===== config.mk =====
export PLATFORM = sky130hd
export DESIGN_NAME = sorted_min_priority_queue
export DESIGN_NICKNAME = d
export VERILOG_FILES = /design/src/sv/smpq_pkg.sv /design/src/sv/smpq_ctrl.sv /design/src/sv/smpq_dp.sv /design/src/sv/sorted_min_priority_queue.sv
export VERILOG_INCLUDE_DIRS = /design/src /design/src/sv
export SDC_FILE = /design/constraint.sdc
export NUM_CORES = 1
export LEC_CHECK = 0
export BUFFER_PORTS_ARGS = -buffer_cell sky130_fd_sc_hd__buf_2
export CAP_MARGIN = 10
export CORE_UTILIZATION = 60
export CTS_CLUSTER_DIAMETER = 30
export DETAILED_ROUTE_END_ITERATION = 10
export GPL_TIMING_DRIVEN = 1
export HOLD_SLACK_MARGIN = 0.06
export PLACE_DENSITY = 0.81
export SLEW_MARGIN = 20
export SYNTH_ARGS = -nofsm -noshare
export SYNTH_HDL_FRONTEND = slang
export SYNTH_SLANG_ARGS = --single-unit

===== constraint.sdc =====
create_clock -name clock -period 5.1 [get_ports clock]
set_clock_uncertainty 0.05 [all_clocks]
set_input_delay 0.51 -clock clock [delete_from_list [all_inputs] [get_ports clock]]
set_output_delay 0.51 -clock clock [all_outputs]
set_load 0.02 [all_outputs]

===== src/sv/sorted_min_priority_queue_assert.svh =====
// Assertion macros shared by the sorted minimum-priority queue modules.
`ifndef SORTED_MIN_PRIORITY_QUEUE_ASSERT_SVH
`define SORTED_MIN_PRIORITY_QUEUE_ASSERT_SVH

// Same-cycle implication, disabled during reset.
`define SMPQ_ASSERT_IMPL(label, clk, rst, ante, cons) \
   label: assert property (@(posedge clk) disable iff (rst) (ante) |-> (cons)) \
      else $error("smpq assertion failed");

// Next-cycle implication, disabled during reset.
`define SMPQ_ASSERT_NEXT(label, clk, rst, ante, cons) \
   label: assert property (@(posedge clk) disable iff (rst) (ante) |=> (cons)) \
      else $error("smpq assertion failed");

`endif


===== src/sv/smpq_pkg.sv =====
// Types and constants of the sorted minimum-priority queue.
package smpq_pkg;

   localparam int DEPTH      = 16;
   localparam int PRIO_BITS  = 16;
   localparam int COUNT_BITS = $clog2(DEPTH + 1);

   localparam logic OP_INSERT = 1'b0;
   localparam logic OP_REMOVE = 1'b1;

   typedef logic signed [PRIO_BITS-1:0] prio_type;
   typedef logic [COUNT_BITS-1:0]       count_type;

   typedef struct packed {
      logic     opcode;
      prio_type priority_in;
   } req_type;

   typedef struct packed {
      logic      ok;
      prio_type  priority_out;
      count_type count_out;
   } rsp_type;

   typedef enum logic {
      ST_IDLE,
      ST_EXEC
   } state_type;

   typedef struct packed {
      logic load;
      logic commit;
   } cmd_type;

endpackage


===== src/sv/smpq_ctrl.sv =====
// Controller state machine of the sorted minimum-priority queue.
`include "sorted_min_priority_queue_assert.svh"

module smpq_ctrl (
   input  logic             clock,
   input  logic             reset,
   input  logic             req_valid,
   output logic             req_stall,
   output logic             rsp_valid,
   input  logic             rsp_stall,
   output smpq_pkg::cmd_type cmd
);

   smpq_pkg::state_type state_ff;
   smpq_pkg::state_type state_in;
   logic                rsp_valid_ff;
   logic                rsp_valid_in;

   always_ff @(posedge clock) begin
      if (reset) begin
         state_ff     <= smpq_pkg::ST_IDLE;
         rsp_valid_ff <= 1'b0;
      end else begin
         state_ff     <= state_in;
         rsp_valid_ff <= rsp_valid_in;
      end
   end

   always_comb begin
      state_in     = state_ff;
      cmd.load     = 1'b0;
      cmd.commit   = 1'b0;
      rsp_valid_in = rsp_valid_ff && rsp_stall;
      case (state_ff)
         smpq_pkg::ST_IDLE: begin
            if (req_valid) begin
               cmd.load = 1'b1;
               state_in = smpq_pkg::ST_EXEC;
            end
         end
         smpq_pkg::ST_EXEC: begin
            if (!rsp_valid_ff || !rsp_stall) begin
               cmd.commit   = 1'b1;
               rsp_valid_in = 1'b1;
               state_in     = smpq_pkg::ST_IDLE;
            end
         end
         default: begin
            state_in = smpq_pkg::ST_IDLE;
         end
      endcase
   end

   assign req_stall = (state_ff != smpq_pkg::ST_IDLE);
   assign rsp_valid = rsp_valid_ff;

   `SMPQ_ASSERT_NEXT(a_load_to_exec, clock, reset, req_valid && !req_stall,
                     state_ff == smpq_pkg::ST_EXEC)
   `SMPQ_ASSERT_NEXT(a_commit_shows, clock, reset, cmd.commit, rsp_valid)
   `SMPQ_ASSERT_NEXT(a_exec_waits, clock, reset,
                     state_ff == smpq_pkg::ST_EXEC && rsp_valid && rsp_stall,
                     state_ff == smpq_pkg::ST_EXEC)

endmodule


===== src/sv/smpq_dp.sv =====
// Datapath of the sorted minimum-priority queue: sorted entry array and result register.
`include "sorted_min_priority_queue_assert.svh"

module smpq_dp (
   input  logic              clock,
   input  logic              reset,
   input  smpq_pkg::cmd_type cmd,
   input  smpq_pkg::req_type req_item,
   output smpq_pkg::rsp_type rsp_item
);

   smpq_pkg::req_type   req_ff;
   smpq_pkg::rsp_type   rsp_ff;
   smpq_pkg::rsp_type   rsp_in;
   smpq_pkg::count_type count_ff;
   smpq_pkg::count_type count_in;
   smpq_pkg::prio_type  entries_ff [smpq_pkg::DEPTH];
   smpq_pkg::prio_type  entries_in [smpq_pkg::DEPTH];
   logic [smpq_pkg::DEPTH-1:0] after;
   logic                is_insert;
   logic                ok_now;
   logic                write_en;

   assign is_insert = (req_ff.opcode == smpq_pkg::OP_INSERT);
   assign ok_now    = is_insert ? (count_ff != smpq_pkg::COUNT_BITS'(smpq_pkg::DEPTH))
                                : (count_ff != '0);
   assign write_en  = cmd.commit && ok_now;

   // An entry lies at or after the insert point when it is unused or strictly greater.
   always_comb begin
      for (int i = 0; i < smpq_pkg::DEPTH; i++) begin
         after[i] = (smpq_pkg::COUNT_BITS'(i) >= count_ff) ||
                    (entries_ff[i] > req_ff.priority_in);
      end
   end

   always_comb begin
      for (int i = 0; i < smpq_pkg::DEPTH; i++) begin
         if (is_insert) begin
            if (!after[i]) begin
               entries_in[i] = entries_ff[i];
            end else if (i > 0 && after[(i > 0) ? i - 1 : 0]) begin
               entries_in[i] = entries_ff[(i > 0) ? i - 1 : 0];
            end else begin
               entries_in[i] = req_ff.priority_in;
            end
         end else begin
            entries_in[i] = entries_ff[(i < smpq_pkg::DEPTH - 1) ? i + 1 : i];
         end
      end
   end

   always_comb begin
      if (!ok_now) begin
         count_in = count_ff;
      end else if (is_insert) begin
         count_in = count_ff + 1'b1;
      end else begin
         count_in = count_ff - 1'b1;
      end
      rsp_in.ok           = ok_now;
      rsp_in.priority_out = (!is_insert && ok_now) ? entries_ff[0] : '0;
      rsp_in.count_out    = count_in;
   end

   always_ff @(posedge clock) begin
      if (reset) begin
         count_ff <= '0;
      end else if (write_en) begin
         count_ff <= count_in;
      end
   end

   always_ff @(posedge clock) begin
      if (cmd.load) begin
         req_ff <= req_item;
      end
      if (cmd.commit) begin
         rsp_ff <= rsp_in;
      end
      if (write_en) begin
         for (int i = 0; i < smpq_pkg::DEPTH; i++) begin
            entries_ff[i] <= entries_in[i];
         end
      end
   end

   assign rsp_item = rsp_ff;

   `SMPQ_ASSERT_IMPL(a_count_bound, clock, reset, 1'b1,
                     count_ff <= smpq_pkg::COUNT_BITS'(smpq_pkg::DEPTH))
   `SMPQ_ASSERT_NEXT(a_reject_holds, clock, reset, cmd.commit && !ok_now,
                     $stable(count_ff))
   `SMPQ_ASSERT_NEXT(a_remove_dec, clock, reset,
                     cmd.commit && !is_insert && count_ff != '0,
                     count_ff == $past(count_ff) - 1'b1)

endmodule


===== src/sv/sorted_min_priority_queue.sv =====
// Top level of the sorted minimum-priority queue.
//
//   Channel   Ports                          Carries
//   request   req_valid req_stall req_item   opcode, priority_in
//   response  rsp_valid rsp_stall rsp_item   ok, priority_out, count_out
//
// Each item passes through ST_IDLE, which captures the request, then ST_EXEC,
// which does the parallel compare and shift across all entries of the array.
// The next request is taken while a finished response waits to be taken.
// A stalled response holds the array update until the response register frees.
// Reset empties the queue; entry contents stay undefined.
module sorted_min_priority_queue (
   input  logic              clock,
   input  logic              reset,
   input  logic              req_valid,
   output logic              req_stall,
   input  smpq_pkg::req_type req_item,
   output logic              rsp_valid,
   input  logic              rsp_stall,
   output smpq_pkg::rsp_type rsp_item
);

   smpq_pkg::cmd_type cmd;

   smpq_ctrl u_ctrl (
      .clock     (clock),
      .reset     (reset),
      .req_valid (req_valid),
      .req_stall (req_stall),
      .rsp_valid (rsp_valid),
      .rsp_stall (rsp_stall),
      .cmd       (cmd)
   );

   smpq_dp u_dp (
      .clock    (clock),
      .reset    (reset),
      .cmd      (cmd),
      .req_item (req_item),
      .rsp_item (rsp_item)
   );

endmodule

---- Word level (Yosys, flattened, before mapping) ----
Memory sizes are Yosys's and may differ from the RTL's.
Cells that the tools add are included.
operators by class
  add/subtract/negate cells ............... 2
  equal/unequal tests ..................... 1
  multiplexer cells ....................... 60
  bitwise logic cells ..................... 1
  reductions and logical operators ........ 23
  order comparisons ....................... 32
operators with widths
  operator             count
  $mux 16              47
  $gt 16x16->1         16
  $ge 4x5->1 const A   8
  $ge 3x5->1 const A   4
  $logic_or 1x1->1     17
  $ge 1x5->1 const A   2
  $ge 2x5->1 const A   2
  $mux 1               10
  $mux 5               2
  $add 5x1->5 const B  1
  $ne 5x5->1 const B   1
  $reduce_bool 5->1    1
  $sub 5x1->5 const B  1
  $logic_and 1x1->1    3
  $logic_not 1->1      2
  $pmux 1 s2           1
  $not 1->1            1
storage, ports and cells
  bits of input ports ..................... 21
  flip-flop bits (word level) ............. 46
  memories ................................ 1
  RAM bits ................................ 256
  output and inout port bits .............. 24
memory list
  name             words  width  read ports  clocked after Yosys merged registers in  write ports  line           RTL
  u_dp.entries_ff  16     16     16          0                                        16           smpq_dp.sv:17  smpq_pkg::prio_type entries_ff [smpq_pkg::DEPTH];

---- Logic depth before layout (Yosys ltp) ----
Gate-level depths: netlist of the first run.
  depth after elaboration ................. 7
  mapped depth ............................ 12

---- Hierarchy ----
A second synthesis of the first run with hierarchy kept.
second synthesis, totals
  cell total of the unflattened synthesis .. 2,134
  area, all modules ....................... 21,879.7 um2
modules (own cells, without submodules)
  module     area each (um2)  times used  cells an instance
  smpq_dp    21,787.1         1           2,125
  smpq_ctrl  92.6             1           9

---- Least setup slack after synthesis of the first run ----
OpenSTA, ideal clock, no wires.
  path type ............................... register to register
  from .................................... register u_ctrl.state_ff (netlist: u_ctrl.req_stall)
  to ...................................... memory u_dp.entries_ff[0][0] (netlist bit) (enable)
  data arrival time ....................... 3,307 ps
  library setup time ...................... 394 ps
  required time ........................... 4,656 ps
  setup slack ............................. 1,349 ps
  stages on the path, launching flop included .. 5
  path buffers ............................ 1
  path through ............................ dfxtp_1 a21boi_1 nand2_1 clkbuf_1 a21oi_1
RTL lines
  element                 line             RTL
  from (decl)             smpq_ctrl.sv:14  smpq_pkg::state_type state_ff;
  from (signal assigned)  smpq_ctrl.sv:21  state_ff <= smpq_pkg::ST_IDLE;
  from (signal assigned)  smpq_ctrl.sv:24  state_ff <= state_in;
  to (decl)               smpq_dp.sv:17

==> impl_results.md, run 1 <==
* MaxCap Viol Count at 0
* CTS H-tree depth at 3
* Via count at 18160
* Core region area at 33700 sq um
* DR DRC count at 0
* Row count at 67
* Bufs on Longest Clock Path at 3
* Clock transition at the registers of the reported paths at 40 ps
* Kind of critical path: register to register
* IO Port Bufs at 44
* Mapped Cells at 1900
* I/O pins at 45
* Drt pass-1 iters at 8
* RSZ-0062 raised after global routing: no
* Initial antenna violation count at 0
* Arrival time worst endpoint at 4620 ps
* Ys flop type: edfxtp_1
* Post-CTS resize count at 0
* Post-place setup slack at 928.0 ps
* FFs w/ async S/R, synth at 0%
* Diodes inserted at 0
* Die extent in x at 187.6 um
* Initial core utilization at 61.34%
* Slew headroom at 15.37%
* Die ar. at 35200 sq um
* Minimum clock period at 4358 ps
* Starting DRT DRC Count at 3036
* Post-synthesis register bit count at 302
* Final ANT Viol Nets at 0
* Synthesized cell area at 20670 sq um
* Clock latency on the worst-skew pair at 600 ps
* Clock sinks at 302
* Commonest non-fill, non-tap cell in the layout: edfxtp_1
* Wire per inst at 28.94 um
* PwrDens at 390.2 nW/um^2
* Number of synthesized flops with an enable pin at 295
* Setup violators final at 0
* Nets at 2266
* Hold Vio Cnt, Final at 0
* Hold Crit Class: input pin to register
* Worst setup SP type: register
* Root Buffer: clkbuf_16
* Drt via density at 7.295
* Layout cells sized above 1 at 15.62%
* Vias in the first global route at 17520
* Largest net degree at the start of global routing at 133
* Crit-path max FO at 33
* Final Worst Setup Slack at 741.6 ps
* Register area share after synthesis at 43.53%
* Area grow syn2layout at 16.49%
* Status: finished clean
* Hold WS at 67.95 ps
* Synth Area per Inst at 10.88 sq um
* CTS tree: yes
* Final Max Slew Viols at 0
* Most frequent cells in the layout: 295 x edfxtp_1, 261 x ha_1, 135 x nor2_1, 132 x nand2_1, 120 x a21oi_1
* Final WL at 72060 um
* Yosys Warn Count at 0
* Critical Path RT at 5370 ps
* RD Place Congestion at 1.007
* Total track usage at 40.74%
* Final HPWL DP at 50430 um
* Distinct cells, synth at 66
* First-pass GRT wire length at 106900 um
* Setup crit end kind: register
* Post-layout util at 71.45%
* Worst slew pin tran at 1265 ps
* Syn Nets at 2182
* Peak VDD IR at 0.3122 mV
* Total CTS buffers at 73
* Grt total ovfl at 0
* Fmax at 229.4 MHz
* Tot Pwr at 9.396 mW
* Total Neg Setup Slack at 0 ps
* P_leak at 9.925 nW
* Fin crit share at 85.46%
* Die height at 187.6 um
==> worst paths after layout <==
kind / start / slack [ps] / end / cells after the start
min: req_item[6] / 70 / u_dp.req_ff[6] / 1
min reg2reg: u_ctrl.rsp_valid / 490 / u_ctrl.rsp_valid / 2
max: u_dp.req_ff[9] / 740 / u_dp.entries_ff[1][7] / 10
max reg2reg: u_dp.req_ff[9] / 740 / u_dp.entries_ff[1][7] / 10
==> kinds of logic after synthesis <==
group	count (synthesis)	share of synthesized area (%)
multiplexers	38	1.846
AND/OR/NAND/NOR	558	14.08
flip-flops	302	43.53
AO/OA/AOI/OAI	545	20.71
buffers and inverters	188	3.698
XOR/XNOR	8	0.3389
adder cells (fa/ha/maj)	261	15.80
==> state kept, by name, summed over array words and instances (netlist names) <==
signal,cells
u_ctrl.req_stall,1
u_dp.entries_ff,256
u_ctrl.rsp_valid,1
u_dp.rsp_item,22
u_dp.req_ff,17
u_dp.count_ff,5
==> per-layer routing <==
layer	part of all wire, %	track usage (%)	vias up
li1	-	-	7693
met1	36	54.09	8583
met2	42	58.62	1572
met3	15	10.33	316
met4	7.4	27.61	0
met5	0	0	-
==> repair_timing <==
action / in CTS / in global routing
buffers inserted: 0 / 0
hold buffers: 11 / 0
hold endpoints to repair: 11 / 0
setup endpoints to repair: 0 / 0
==> critical path: stages, from the launching register on <==
cell,delay [ps]
edfxtp_1,530
inv_1,840
ha_1,410
a21oi_1,150
nor4_1,70
a311oi_1,280
o211ai_1,160
nor4b_1,260
a211o_1,870
nor3b_1,140
a221o_1,320
==> synth_stat cells (54+ instances only) <==
library cell / n / share of area, %
nor3b_1: 76 / 2.8
a21oi_1: 120 / 2.9
edfxtp_1: 295 / 43
o221a_2: 80 / 4.4
inv_1: 82 / 1.5
a21o_1: 60 / 2.2
nand2b_1: 54 / 1.6
nor2_1: 136 / 2.5
ha_1: 261 / 16
a221o_1: 97 / 4.7
o21ai_0: 67 / 1.6
clkbuf_1: 75 / 1.4
nand2_1: 132 / 2.4
==> layout make-up <==
cell class	count	area (sq um)
clock buffers	83	1886
clock inverters	50	564.3
fillers	2330	9620
inverters	83	312.8
multi-input cells	1410	10950
flip-flops and latches	302	8999
well taps	448	560.5
repair buffers	114	810.8
==> where the power goes <==
group / internal [mW] / switching, mW
combinational: 0.588 / 0.939
clock: 3.11 / 1.53
sequential: 3.01 / 0.218
total: 6.71 / 2.69
==> metrics by stage <==
step                      instances  area [sq um]
final                          2490         24080
after global routing           2490         24080
after CTS                      2490         24080
after detailed placement       2346         21520
after global placement         2346         21520
after floorplan                1900         20670
Note: power is estimated with default switching activity, not from simulation.
==> run 2: changes to the inputs <==
--- a/config.mk
+++ b/config.mk
@@ -7,13 +7,12 @@
 export NUM_CORES = 1
 export LEC_CHECK = 0
 export BUFFER_PORTS_ARGS = -buffer_cell sky130_fd_sc_hd__buf_2
-export CAP_MARGIN = 10
-export CORE_UTILIZATION = 60
+export CORE_UTILIZATION = 45
 export CTS_CLUSTER_DIAMETER = 30
 export DETAILED_ROUTE_END_ITERATION = 10
 export GPL_TIMING_DRIVEN = 1
 export HOLD_SLACK_MARGIN = 0.06
-export PLACE_DENSITY = 0.81
+export PLACE_DENSITY = 0.64
 export SLEW_MARGIN = 20
 export SYNTH_ARGS = -nofsm -noshare
 export SYNTH_HDL_FRONTEND = slang
==> constraint.sdc (replaced) <==
create_clock -name clock -period 5.5 [get_ports clock]
set_clock_uncertainty 0.05 [all_clocks]
set_input_delay 0.55 -clock clock [delete_from_list [all_inputs] [get_ports clock]]
set_output_delay 0.55 -clock clock [all_outputs]
set_load 0.02 [all_outputs]
==> run 2 against run 1 <==
Combinational power down 9%; core utilization down 17 points; first-iteration DRC count down 34%; global-route usage down 10 points; die area up 33%; largest power group unchanged; highest routed layer unchanged.
==> impl_results.md, run 2 (synthesis results as in run 1) <==
* Status: finished clean
* Commonest non-fill, non-tap cell in the layout: edfxtp_1
* Drt pass-1 iters at 7 (-1)
* Grt total ovfl at 0 (unchanged)
* Initial antenna violation count at 0 (unchanged)
* Most frequent cells in the layout: 295 x edfxtp_1, 261 x ha_1, 134 x nor2_1, 132 x nand2_1, 120 x a21oi_1
* Reg2reg end: u_dp.entries_ff[14][4]
* Hold Vio Cnt, Final at 0 (unchanged)
* RD Place Congestion at 0.9488 (-5.8%)
* Buf/Inv on CP at 2 (+1)
* Clock transition at the registers of the reported paths at 40 ps (about the same)
* Peak VDD IR at 0.2078 mV (-33%)
* Reg2reg setup slack at 1050 ps (+310 ps)
* Hold path cells at 1 (unchanged)
* Max reg flops at 256 (unchanged)
* Slowest CP cell: a211o_1
* CP cell instances: inv_1 -> buf_4 -> ha_1 -> a21oi_1 -> o21ai_0 -> a311oi_1 -> o211ai_1 -> nor4b_1 -> a211o_1 -> nor3b_1 -> a221o_1
* Critical R2R Launch: u_dp.req_ff[11]
* Hold path startpoint: req_item[10]
* Fmax at 225.0 MHz (-2.0%)
* Arrival time worst endpoint at 4730 ps (+110 ps)
* Crit-path max FO at 33 (unchanged)
* Worst setup SP type: register
* Total CTS buffers at 82 (+12%)
* IO Port Bufs at 44 (unchanged)
* Die ar. at 46800 sq um (+33%)
* Wire per inst at 27.15 um (-6.2%)
* Fin crit share at 80.83% (-4.6 points)
* Setup crit end kind: register
* Via count at 17360 (-4.4%)
* Die height at 216.3 um (+15%)
* Largest net degree at the start of global routing at 148 (+11%)
* Final Max Slew Viols at 0 (unchanged)
* Critical Path RT at 5780 ps (+410 ps)
* Vias in the first global route at 16830 (-4.0%)
* Kind of critical path: register to register
* Slew headroom at 24.32% (+9.0 points)
* Bufs on Longest Clock Path at 3 (unchanged)
* Hold Crit Class: input pin to register
* Final WL at 71940 um (-0.17%)
* Worst slew pin tran at 1131 ps (-133.8 ps)
* Crit path max-delay family: compound AO/OA/AOI/OAI gates
* Core region area at 45380 sq um (+35%)
* Final ANT Viol Nets at 0 (unchanged)
* Row count at 78 (+16%)
* Met2 Use GR at 45.53% (-13 points)
* Layer with the highest usage: met2
* P_leak at 10.09 nW (+1.7%)
* Initial core utilization at 45.55% (-16 points)
* Total track usage at 30.69% (-10 points)
* Largest Register: u_dp.entries_ff
* M3 GR Usage at 6.891% (-3.4 points)
* Setup violators final at 0 (unchanged)
* Nets at 2269 (+0.13%)
* RSZ-0062 raised after global routing: no
* Drt via density at 6.549 (-10%)
* PwrDens at 376.6 nW/um^2 (-3.5%)
* Die extent in x at 216.3 um (+15%)
* CTS tree: yes
* Clock latency on the worst-skew pair at 620 ps (+20 ps)
* Slowest cell delay on critical path at 790 ps (-80 ps)
* First-pass GRT wire length at 106900 um (about the same)
* Area grow syn2layout at 18.73%
* MaxCap Viol Count at 0 (unchanged)
* CTS H-tree depth at 3 (unchanged)
* I/O pins at 45 (unchanged)
* Worst hold path endpoint: u_dp.req_ff[10]
* Post-CTS resize count at 0 (unchanged)
* Layout cells sized above 1 at 16.34% (+0.72 points)
* Minimum clock period at 4445 ps (+87.04 ps)
* Total Neg Setup Slack at 0 ps (unchanged)
* Starting DRT DRC Count at 2002 (-34%)
* Clock sinks at 302 (unchanged)
* DR DRC count at 0 (unchanged)
* Met1 Use GR at 41.65% (-12 points)
* Root Buffer: clkbuf_16
* Worst R2R Path Depth at 11 (+1)
* Tot Pwr at 9.242 mW (-1.6%)
* Final HPWL DP at 51580 um (+2.3%)
* Diodes inserted at 0 (unchanged)
==> run 2: how the worst max path moves through the flow <==
stage	start	endpoint	slack [ps]	cells past startpoint
2_1_floorplan	u_ctrl.req_stall	u_dp.entries_ff[0][0]	1750	4
3_3_place_gp	u_dp.req_ff[11]	u_dp.entries_ff[13][4]	1280	11
3_5_place_dp	u_dp.req_ff[11]	u_dp.entries_ff[13][4]	1190	11
4_1_cts	u_dp.req_ff[11]	u_dp.entries_ff[13][9]	1160	11
5_1_grt	u_dp.req_ff[11]	u_dp.entries_ff[13][9]	830	11
6_report	u_dp.req_ff[11]	u_dp.entries_ff[14][4]	1050	11
==> run 2: per-layer routing <==
metal / up-vias / share of wire (%)
met5: - / 0
met1: 8465 / 42
met4: 0 / 4.8
met2: 999 / 43
li1: 7710 / -
met3: 182 / 10
==> run 2: repair_timing <==
item	4_1_cts	5_1_grt
hold endpoints to repair	2	0
buffers inserted	0	0
hold buffers	2	0
==> run 2: power breakdown <==
group / switching, mW / leakage, nW / internal (mW)
clock network: 1.47 / 1.36 / 3.40
registers: 0.197 / 2.79 / 2.79
logic: 0.852 / 5.94 / 0.537
total: 2.52 / 10.1 / 6.73
==> run 2: layout make-up <==
class / instances / area (sq um)
clock buffer: 95 / 2165
clock inverter: 52 / 634.4
fill: 3876 / 20840
inverter: 83 / 312.8
multi-input combinational: 1410 / 10960
sequential: 302 / 8999
tap: 600 / 750.7
timing repair buffer: 108 / 718.2
==> run 2: per-stage QoR <==
step                setup slack (ps)  std cells  util, %  hold WS (ps)  area, sq um
floorplan                       1749       1900        -         474.6        20670
global placement                1280       2501    47.81         467.5        21700
detailed placement              1187       2501    47.86         485.4        21720
CTS                             1164       2650    54.07         68.58        24540
global route                   828.5       2650    54.08         74.06        24540
finish                          1055       2650    54.08         87.03        24540
==> run 2: worst reg2reg max path: cells and delay by family (launching register included) <==
family	cells	cell delay, ps
buf+inv	2	1020
flops	1	530
fa+ha+maj	1	290
simple gates	2	420
compound gates	6	1890
